==> src/hdl/mcrc_pkg.sv <==
// ----------------------------------------------------------------------------
// mcrc_pkg
// Shared types, constants and the byte-wide CRC-16 update for the frame CRC
// unit.
// ----------------------------------------------------------------------------
package mcrc_pkg;

  localparam logic [15:0] CRC_INIT = 16'hFFFF;
  localparam logic [15:0] CRC_POLY = 16'hA001;

  localparam logic MODE_GEN   = 1'b0;
  localparam logic MODE_CHECK = 1'b1;
  localparam logic MODE_RESET = MODE_CHECK;

  // register index of the mode register
  localparam logic REG_MODE = 1'b0;

  localparam int unsigned FIFO_DEPTH = 4;
  localparam int unsigned FIFO_AW    = $clog2(FIFO_DEPTH);

  // one unit of work handed from the front end to the output sequencer
  typedef struct packed {
    logic [7:0]  data;       // echoed frame byte
    logic [15:0] crc;        // CRC to append (generate mode, last byte)
    logic        append;     // emit CRC low and high after the echo
    logic        crc_ok;     // check result on the frame end
    logic        frame_end;  // echo closes the frame (check mode)
  } job_t;

  // fifo status seen by both sides
  typedef struct packed {
    logic full;
    logic valid;
  } fifo_stat_t;

  // reflected CRC-16, one byte at a time
  function automatic logic [15:0] crc_byte(input logic [15:0] crc_in,
                                           input logic [7:0]  b);
    logic [15:0] c;
    c = crc_in ^ {8'h00, b};
    for (int i = 0; i < 8; i++) begin
      if (c[0]) begin
        c = (c >> 1) ^ CRC_POLY;
      end else begin
        c = c >> 1;
      end
    end
    return c;
  endfunction

endpackage

==> src/hdl/mcrc_front.sv <==
// ----------------------------------------------------------------------------
// mcrc_front
// Accepts frame bytes, runs the CRC and the check-mode hold-back, and pushes
// one job per byte into the queue.
// ----------------------------------------------------------------------------
module mcrc_front (
  input  logic               clk_i,
  input  logic               rst_ni,
  input  logic               mode_i,
  input  logic               valid_i,
  input  logic [7:0]         data_i,
  input  logic               last_i,
  output logic               ready_o,
  input  mcrc_pkg::fifo_stat_t stat_i,
  output logic               push_o,
  output mcrc_pkg::job_t     job_o
);

  logic [15:0] crc_q, crc_d;
  logic [7:0]  older_q, older_d;
  logic [7:0]  newer_q, newer_d;
  logic [1:0]  seen_q, seen_d;

  logic [15:0] gen_crc;
  logic [15:0] chk_crc;
  logic [1:0]  seen_inc;
  logic        match;
  logic        is_gen;

  assign ready_o = !stat_i.full;
  assign push_o  = valid_i && !stat_i.full;
  assign is_gen  = (mode_i == mcrc_pkg::MODE_GEN);

  always_comb begin
    gen_crc  = mcrc_pkg::crc_byte(crc_q, data_i);
    // the oldest held byte joins the CRC once two are held
    chk_crc  = (seen_q >= 2'd2) ? mcrc_pkg::crc_byte(crc_q, older_q) : crc_q;
    seen_inc = (seen_q == 2'd3) ? seen_q : seen_q + 2'd1;
    match    = (seen_inc == 2'd3) && (newer_q == chk_crc[7:0]) &&
               (data_i == chk_crc[15:8]);

    job_o.data      = data_i;
    job_o.crc       = gen_crc;
    job_o.append    = is_gen && last_i;
    job_o.crc_ok    = !is_gen && last_i && match;
    job_o.frame_end = !is_gen && last_i;

    crc_d   = crc_q;
    older_d = older_q;
    newer_d = newer_q;
    seen_d  = seen_q;
    if (push_o) begin
      if (last_i) begin
        crc_d   = mcrc_pkg::CRC_INIT;
        older_d = '0;
        newer_d = '0;
        seen_d  = '0;
      end else if (is_gen) begin
        crc_d = gen_crc;
      end else begin
        crc_d   = chk_crc;
        older_d = newer_q;
        newer_d = data_i;
        seen_d  = seen_inc;
      end
    end
  end

  always_ff @(posedge clk_i or negedge rst_ni) begin
    if (!rst_ni) begin
      crc_q   <= mcrc_pkg::CRC_INIT;
      older_q <= '0;
      newer_q <= '0;
      seen_q  <= '0;
    end else begin
      crc_q   <= crc_d;
      older_q <= older_d;
      newer_q <= newer_d;
      seen_q  <= seen_d;
    end
  end

endmodule

==> src/hdl/mcrc_fifo.sv <==
// ----------------------------------------------------------------------------
// mcrc_fifo
// Small job queue between the front end and the output sequencer.
// ----------------------------------------------------------------------------
module mcrc_fifo (
  input  logic                 clk_i,
  input  logic                 rst_ni,
  input  logic                 push_i,
  input  mcrc_pkg::job_t       job_i,
  input  logic                 pop_i,
  output mcrc_pkg::job_t       job_o,
  output mcrc_pkg::fifo_stat_t stat_o
);

  localparam int unsigned AW = mcrc_pkg::FIFO_AW;

  mcrc_pkg::job_t mem_q [mcrc_pkg::FIFO_DEPTH];
  logic [AW-1:0]  wr_ptr_q, wr_ptr_d;
  logic [AW-1:0]  rd_ptr_q, rd_ptr_d;
  logic [AW:0]    count_q, count_d;
  logic           do_pop;

  assign stat_o.full  = (count_q == (AW+1)'(mcrc_pkg::FIFO_DEPTH));
  assign stat_o.valid = (count_q != '0);
  assign job_o        = mem_q[rd_ptr_q];
  assign do_pop       = pop_i && stat_o.valid;

  always_comb begin
    wr_ptr_d = push_i ? wr_ptr_q + 1'b1 : wr_ptr_q;
    rd_ptr_d = do_pop ? rd_ptr_q + 1'b1 : rd_ptr_q;
    count_d  = count_q;
    if (push_i && !do_pop) begin
      count_d = count_q + 1'b1;
    end else if (!push_i && do_pop) begin
      count_d = count_q - 1'b1;
    end
  end

  always_ff @(posedge clk_i) begin
    if (push_i) begin
      mem_q[wr_ptr_q] <= job_i;
    end
  end

  always_ff @(posedge clk_i or negedge rst_ni) begin
    if (!rst_ni) begin
      wr_ptr_q <= '0;
      rd_ptr_q <= '0;
      count_q  <= '0;
    end else begin
      wr_ptr_q <= wr_ptr_d;
      rd_ptr_q <= rd_ptr_d;
      count_q  <= count_d;
    end
  end

endmodule

==> src/hdl/mcrc_back.sv <==
// ----------------------------------------------------------------------------
// mcrc_back
// Output sequencer: turns each job into one result, or into echo, CRC low
// and CRC high for a generate-mode frame end, through an output register.
// ----------------------------------------------------------------------------
module mcrc_back (
  input  logic                 clk_i,
  input  logic                 rst_ni,
  input  mcrc_pkg::fifo_stat_t stat_i,
  input  mcrc_pkg::job_t       job_i,
  output logic                 pop_o,
  output logic                 m_axis_tvalid,
  input  logic                 m_axis_tready,
  output logic [7:0]           m_axis_tdata,   // out_byte
  output logic [1:0]           m_axis_tuser,   // [0] is_crc, [1] crc_ok
  output logic                 m_axis_tlast    // frame_end
);

  typedef enum logic [1:0] {
    PH_ECHO,
    PH_LOW,
    PH_HIGH
  } phase_e;

  phase_e     phase_q;
  logic       valid_q;
  logic [7:0] data_q;
  logic [1:0] user_q;
  logic       last_q;
  logic       load;

  assign load  = stat_i.valid && (!valid_q || m_axis_tready);
  assign pop_o = load && (!job_i.append || phase_q == PH_HIGH);

  assign m_axis_tvalid = valid_q;
  assign m_axis_tdata  = data_q;
  assign m_axis_tuser  = user_q;
  assign m_axis_tlast  = last_q;

  always_ff @(posedge clk_i or negedge rst_ni) begin
    if (!rst_ni) begin
      phase_q <= PH_ECHO;
      valid_q <= 1'b0;
      data_q  <= '0;
      user_q  <= '0;
      last_q  <= 1'b0;
    end else begin
      if (m_axis_tready) begin
        valid_q <= 1'b0;
      end
      if (load) begin
        valid_q <= 1'b1;
        case (phase_q)
          PH_ECHO: begin
            data_q  <= job_i.data;
            user_q  <= {job_i.crc_ok, 1'b0};
            last_q  <= job_i.frame_end;
            phase_q <= job_i.append ? PH_LOW : PH_ECHO;
          end
          PH_LOW: begin
            data_q  <= job_i.crc[7:0];
            user_q  <= 2'b01;
            last_q  <= 1'b0;
            phase_q <= PH_HIGH;
          end
          PH_HIGH: begin
            data_q  <= job_i.crc[15:8];
            user_q  <= 2'b01;
            last_q  <= 1'b1;
            phase_q <= PH_ECHO;
          end
          default: begin
            phase_q <= PH_ECHO;
          end
        endcase
      end
    end
  end

endmodule

==> src/hdl/modbus_frame_crc_unit_core.sv <==
// ----------------------------------------------------------------------------
// modbus_frame_crc_unit_core
// Modbus CRC-16 unit: appends or checks the trailing CRC of byte frames.
// ----------------------------------------------------------------------------
// Input stream s_axis carries one frame byte per transfer, tlast on the final
// byte. Output stream m_axis carries echoed bytes and appended CRC bytes;
// tuser[0] flags a CRC byte, tuser[1] the check result, tlast the frame end.
// mode (APB, address 0, bit 0): 0 generate and append, 1 check (reset value).
// Write mode only while the unit is idle; the unit does not enforce this.
// A byte is registered into the job queue and then into the output register
// before it is presented on m_axis. Throughput: one byte per cycle while
// the queue is not full and the receiver does not stall; a generate-mode
// final byte occupies the output sequencer for echo, CRC low and CRC high
// in turn, set by the single output register.
// A four-entry job queue decouples the CRC front end from the output; when
// the receiver stalls, the queue fills and s_axis_tready drops.
// Reset clears the CRC to 0xFFFF, empties the queue and selects check mode.
// ----------------------------------------------------------------------------
module modbus_frame_crc_unit_core (
  input  logic        clk_i,
  input  logic        rst_ni,
  input  logic        s_axis_tvalid,
  output logic        s_axis_tready,
  input  logic [7:0]  s_axis_tdata,   // data_byte
  input  logic        s_axis_tlast,   // last_byte
  output logic        m_axis_tvalid,
  input  logic        m_axis_tready,
  output logic [7:0]  m_axis_tdata,   // out_byte
  output logic [1:0]  m_axis_tuser,   // [0] is_crc, [1] crc_ok
  output logic        m_axis_tlast,   // frame_end
  input  logic        psel,
  input  logic        penable,
  input  logic        pwrite,
  input  logic [2:0]  paddr,
  input  logic [31:0] pwdata,
  output logic [31:0] prdata,
  output logic        pready
);

  logic                 mode_q;
  logic                 reg_idx;
  logic                 push;
  logic                 pop;
  mcrc_pkg::job_t       push_job;
  mcrc_pkg::job_t       head_job;
  mcrc_pkg::fifo_stat_t stat;

  assign pready  = 1'b1;
  assign reg_idx = paddr[2];
  assign prdata  = (reg_idx == mcrc_pkg::REG_MODE) ? {31'd0, mode_q} : 32'd0;

  always_ff @(posedge clk_i or negedge rst_ni) begin
    if (!rst_ni) begin
      mode_q <= mcrc_pkg::MODE_RESET;
    end else if (psel && penable && pwrite && pready &&
                 reg_idx == mcrc_pkg::REG_MODE) begin
      mode_q <= pwdata[0];
    end
  end

  mcrc_front u_front (
    .clk_i   (clk_i),
    .rst_ni  (rst_ni),
    .mode_i  (mode_q),
    .valid_i (s_axis_tvalid),
    .data_i  (s_axis_tdata),
    .last_i  (s_axis_tlast),
    .ready_o (s_axis_tready),
    .stat_i  (stat),
    .push_o  (push),
    .job_o   (push_job)
  );

  mcrc_fifo u_fifo (
    .clk_i  (clk_i),
    .rst_ni (rst_ni),
    .push_i (push),
    .job_i  (push_job),
    .pop_i  (pop),
    .job_o  (head_job),
    .stat_o (stat)
  );

  mcrc_back u_back (
    .clk_i         (clk_i),
    .rst_ni        (rst_ni),
    .stat_i        (stat),
    .job_i         (head_job),
    .pop_o         (pop),
    .m_axis_tvalid (m_axis_tvalid),
    .m_axis_tready (m_axis_tready),
    .m_axis_tdata  (m_axis_tdata),
    .m_axis_tuser  (m_axis_tuser),
    .m_axis_tlast  (m_axis_tlast)
  );

endmodule

==> config.mk <==
export PLATFORM = sky130hd
export DESIGN_NAME = modbus_frame_crc_unit_core
export DESIGN_NICKNAME = d
export VERILOG_FILES = /design/src/hdl/mcrc_pkg.sv /design/src/hdl/mcrc_front.sv /design/src/hdl/mcrc_fifo.sv /design/src/hdl/mcrc_back.sv /design/src/hdl/modbus_frame_crc_unit_core.sv
export SDC_FILE = /design/constraint.sdc
export NUM_CORES = 1
export LEC_CHECK = 0
export ABC_CLOCK_PERIOD_IN_PS = 5400
export BUFFER_PORTS_ARGS = -buffer_cell sky130_fd_sc_hd__buf_4
export CORE_MARGIN = 10
export CORE_UTILIZATION = 30
export DETAILED_ROUTE_END_ITERATION = 8
export GPL_TIMING_DRIVEN = 0
export SLEW_MARGIN = 10
export SYNTH_ARGS = -nofsm -noshare
export SYNTH_HDL_FRONTEND = slang
export SYNTH_SLANG_ARGS = --single-unit
==> constraint.sdc <==
create_clock -name clk_i -period 5.4 [get_ports clk_i]
set_input_delay 1.08 -clock clk_i [delete_from_list [all_inputs] [get_ports clk_i]]
set_output_delay 1.08 -clock clk_i [all_outputs]
set_load 0.01 [all_outputs]
==> Word-level counts from Yosys, hierarchy flattened <==
Memories as Yosys holds them, arrays and structs flattened.
Index checks and enable logic that the tools add are counted.
{ "op_classes": {"addsub": 5, "magnitude_cmp": 1, "eq_ne": 7, "mux": 38, "bitwise": 20, "reduce_logical": 32} }
{ "op_table": {"columns": ["operator", "count"], "rows": [
  ["16-bit 2-to-1 mux", 19],
  ["2-bit inverter with 3-bit output", 16],
  ["8-bit 2-to-1 mux", 4],
  ["16-bit by 8-bit XOR with 16-bit output", 2],
  ["8-bit case mux with 3 select lines", 1],
  ["8-bit == test", 2],
  ["1-bit logical AND", 14],
  ["2-bit case mux with 2 select lines", 2],
  ["2-bit nonzero test", 4],
  ["2-bit by 1-bit adder with 2-bit output (second input constant)", 3],
  ["2-bit == test (second input constant)", 3],
  ["1-bit 2-to-1 mux", 6],
  ["2-bit 2-to-1 mux", 3],
  ["3-bit 2-to-1 mux", 2],
  ["2-bit AND reduction", 3],
  ["3-bit nonzero test", 2],
  ["1-bit logical NOT", 5],
  ["3-bit by 1-bit adder with 3-bit output (second input constant)", 1],
  ["3-bit == test (second input constant)", 1],
  ["1-bit case mux with 3 select lines", 1],
  ["3-bit by 1-bit subtractor with 3-bit output (second input constant)", 1],
  ["2-bit by 1-bit == test with 1-bit output (second input constant)", 1],
  ["2-bit >= comparator (second input constant)", 1],
  ["2-bit logical NOT", 1],
  ["other kinds (3)", 5]
]} }
{ "word_totals": {"reg_bits": 56, "ram_bits": 108, "input_bits": 51, "elab_cells": 117, "n_memories": 1} }
{ "memory_table": {"columns": ["memory", "depth", "width", "rd", "rd_ports_with_merged_regs", "wr", "line", "text"], "rows": [
  ["u_fifo.mem_q", 4, 27, 1, 0, 1, "mcrc_fifo.sv:17", "mcrc_pkg::job_t mem_q [mcrc_pkg::FIFO_DEPTH];"]
]} }

==> Depth between registers and ports, before layout <==
{ "depth": {"depth_word": 22, "mapped_depth": 13, "ltp_nobuf": 11} }

==> Modules after synthesis <==
From an unflattened synthesis, not the netlist that was laid out.
{ "unflattened": {"cells_unflattened": 518, "area_unflattened_um2": 7931.4} }
{ "by_module_without_submodules": {"columns": ["mod", "instances", "cells_per_inst", "area_each_um2"], "rows": [
  ["mcrc_fifo", 1, 175, 4301.6],
  ["mcrc_front", 1, 229, 2492.4],
  ["mcrc_back", 1, 76, 834.6],
  ["modbus_frame_crc_unit_core", 1, 38, 302.8]
]} }

==> Worst setup path after synthesis <==
Ideal clock, no wire load.
{ "synth_path": {"kind": "input to register", "start": "in m_axis_tready", "end": "reg u_fifo.count_q[1]", "setup_ns": 0.125, "arrival_time_ns": 2.700, "required_time_ns": 5.275, "slack_ns": 2.575, "path_stages": 8, "cell_sequence": "inv_1 > a21oi_1 > a21boi_0 > inv_1 > ha_1 > inv_1 > fa_1 > mux2_2"} }
{ "synth_via": {"elab_chain_len": 7, "elab_cells_between_ends": 9, "classes_between": "1 x mux; 8 x reduce/logical"} }
{ "synth_rtl": {"columns": ["item", "line", "text"], "rows": [
  ["from (decl)", "modbus_frame_crc_unit_core.sv:27", "input logic m_axis_tready,"],
  ["1-bit logical OR", "mcrc_back.sv:32", "assign load = stat_i.valid && (!valid_q || m_axis_tready);"],
  ["1-bit logical AND", "mcrc_back.sv:32", null],
  ["1-bit logical AND", "mcrc_back.sv:33", "assign pop_o = load && (!job_i.append || phase_q == PH_HIGH);"],
  ["1-bit logical AND", "mcrc_fifo.sv:26", "assign do_pop = pop_i && stat_o.valid;"],
  ["1-bit logical NOT", "mcrc_fifo.sv:32", "if (push_i && !do_pop) begin"],
  ["1-bit logical AND", "mcrc_fifo.sv:32", null],
  ["3-bit 2-to-1 mux", "mcrc_fifo.sv:32", null],
  ["via u_fifo.count_d[1]", "mcrc_fifo.sv:20", "logic [AW:0] count_q, count_d;"],
  ["to (signal assigned)", "mcrc_fifo.sv:53", "count_q <= count_d;"],
  ["to (decl)", "mcrc_fifo.sv:20", null]
]} }
The timed path passes the listed nets, and every way through them passes these cells.
A chain may end at the register's enable or synchronous reset.

==> results.json <==
{
  "status": "finished, final reports clean",
  "grt.total_usage": 0.110,
  "layout_commonest_cell": "edfxtp_1",
  "synth_area_leaders": "edfxtp_1 42%, dfrtp_1 13%, mux4_2 6.8%",
  "skew_ns": 0.0106,
  "worst_pin_slew_ns": 0.990,
  "synth_edf_count": 108,
  "cellLeakagePower_nw": 3.38,
  "routed-wl-met2_microns": 8170,
  "ys_types": 55,
  "arrival_ns": 3.53,
  "synthSimpleGateAreaFrac": 0.0476,
  "min_period_over_period": 0.637,
  "top_layer": "met4",
  "required_ns": 5.49,
  "synth_compound_area_frac": 0.101,
  "synth.area.mux_share": 0.0812,
  "vdd_drop_max_v": 0.000290,
  "avgSynthCellArea_sq_um": 14.3,
  "clkSinkCount": 164,
  "ant_nets": 0,
  "dp_hpwl_microns": 12200,
  "numCtsBuffers": 17,
  "crit_path_end_kind": "flip-flop",
  "ys_ff_latch": 164,
  "final_layout_size_suffix_gt1_frac": 0.248,
  "finalSetupTns_ns": 0,
  "ys_warn_count": 0,
  "synth-seq-area-share": 0.610,
  "yosysTopAreaCellShare": 0.424,
  "wl_met3_microns": 1020,
  "start_kind": "flip-flop",
  "synthAdderAreaFrac": 0.0173,
  "num_rows": 58,
  "wl_microns": 17700,
  "die_w_microns": 180,
  "viasPerCell": 4.66,
  "drc_errors": 0,
  "drv_cap": 0,
  "n_fill_cell": 2463,
  "wl_met1_microns": 8290,
  "p_per_area_nw_per_um2": 654,
  "post-place-ws_ns": 1.99,
  "cts.hold.buffers_added": 0,
  "whs_ns": 0.482,
  "cts_tree": "done",
  "routedWlPerCell_microns": 18.4,
  "finalInstanceArea_sq_um": 9010,
  "min_period_ns": 3.44,
  "setup_slack_ns": 1.96,
  "grt_overflow_total": 0,
  "port_buffers": 31,
  "critPathKind": "reg -> reg",
  "synth_top_family_by_area": "compound AO/OA/AOI/OAI gates",
  "post-place-cells": 927,
  "dpl-instance-area_sq_um": 8410,
  "num_vias": 4471,
  "final_cell_mix": "108 x edfxtp_1, 64 x buf_4, 39 x dfrtp_1",
  "root_buffer": "clkbuf_16",
  "antenna_cells": 0,
  "final_net_count": 677,
  "io_pins": 97,
  "rsz0062_at_grt": "no",
  "drt_iter0_markers": 317,
  "grt_pass1_vias": 4628,
  "coreArea_sq_um": 25100,
  "dieHeight_microns": 180,
  "grt_pass1_wl_microns": 27800,
  "cts_setup_buffers": 0,
  "clk_latency_ns": 0.43,
  "clk_pin_slew_ns": 0.06,
  "ys.flop_type": "edfxtp_1",
  "clock_path_buffers": 2,
  "drt-pass1-iter-count": 5,
  "post_cts_resized": 0,
  "final-setup-viol-count": 0,
  "start_util": 0.305,
  "synthesis.area_sq_um": 7650,
  "area_delta_synth_final_pct": 17.8,
  "antenna_found_initial": 1,
  "yosys.area_share.xor_xnor": 0.0888,
  "yosysTopAreaCell": "edfxtp_1",
  "htree_levels": 4,
  "syn_inst": 536,
  "hp-class": "reg -> reg",
  "dieArea_sq_um": 32300,
  "crit_fanout": 6,
  "grt_max_degree": 57,
  "relSlewSlack": 0.335,
  "final-hold-violation-count": 0,
  "final_cells": 959,
  "max_freq_mhz": 291,
  "synth-async-reset-ratio": 0.341,
  "place.gp.congestion": 0.847,
  "drv_slew": 0
}
-- final cells by class --
class | count | area (sq um) | share of cell area
plain buffers | 60 | 353 | 0.0392
clock buffers | 17 | 425 | 0.0472
clock inverters | 15 | 170 | 0.0189
inverters | 13 | 48.8 | 0.00542
multi-input cells | 329 | 2700 | 0.300
flip-flops and latches | 164 | 4670 | 0.518
well taps | 330 | 413 | 0.0458
repair buffers | 31 | 233 | 0.0258
-- routing by layer --
layer,track usage,up-vias
met1,0.150,2241
li1,-,2098
met3,0.0303,13
met4,0.0278,0
met5,0,-
met2,0.170,119
-- logic make-up (layout without fill, tap and decap cells) --
kind of cell	Yosys count	in the layout
simple gates	80	80
mux	33	33
fa+ha+maj	10	10
xor+xnor	62	62
compound gates	112	112
flops	164	164
other cells	2	32
buf+inv	73	136
-- sequential cells by signal, summed over array words and instances, names as in the netlist --
register and count:
mode_q 1, u_back.m_axis_tdata 8, u_back.m_axis_tlast 1, u_back.m_axis_tuser 2
u_back.m_axis_tvalid 1, u_back.phase_q 2, u_fifo.count_q 3, u_fifo.mem_q 108
u_fifo.rd_ptr_q 2, u_fifo.wr_ptr_q 2, u_front.crc_q 16, u_front.newer_q 8
u_front.older_q 8, u_front.seen_q 2
-- critical path, stage by stage (launching register included) --
cell	delay, ns
dfstp_2	0.51
clkbuf_1	0.32
xnor2_1	0.22
xnor2_1	0.18
xnor3_2	0.45
xnor3_1	0.29
a211o_1	0.32
a311oi_1	0.82
-- stage by stage --
step	total power, mW	utilization
after floorplan	3.93	-
after global placement	4.67	0.335
after detailed placement	4.71	0.335
after CTS	5.93	0.359
after global routing	6.26	0.359
final	5.89	0.359
-- final timing paths --
path | start | to | slack, ns | depth (start not counted)
setup / recovery | u_front.crc_q[0] | u_fifo.mem_q[1][1] | 1.96 | 7
hold / removal | u_back.m_axis_tdata[6] | u_back.m_axis_tdata[6] | 0.48 | 2
setup reg to reg | u_front.crc_q[0] | u_fifo.mem_q[1][1] | 1.96 | 7
hold reg to reg | u_back.m_axis_tdata[6] | u_back.m_axis_tdata[6] | 0.48 | 2
max in group asynchronous | rst_ni | u_back.m_axis_tdata[5] | 4.14 | 1
min in group asynchronous | rst_ni | u_front.older_q[0] | 0.73 | 1
-- power breakdown --
group          internal, mW  leakage, nW  total [mW]  switching [mW]
Sequential             1.98         1.66        2.22           0.239
Clock                 0.694        0.286        1.21           0.520
Combinational          1.04         1.44        2.46            1.41
-- cells in the mapped netlist, drive strengths merged, types with 2 or more instances --
cell / number
edfxtp: 108
dfrtp: 39
xnor2: 38
buf: 37
nand2: 33
o21ai: 32
clkbuf: 23
mux4: 23
nor2: 23
xor2: 18
a21oi: 17
a22o: 17
dfstp: 17
inv: 13
o22a: 12
a22oi: 11
ha: 9
mux2i: 8
a211oi: 5
xnor3: 5
a221oi: 4
and3: 4
a21boi: 3
and2: 3
nand2b: 3
nand3: 3
nor2b: 3
a31oi: 2
conb: 2
mux2: 2
nand4: 2
nor3: 2
o211ai: 2
Note: power is estimated with default switching activity, not from simulation.
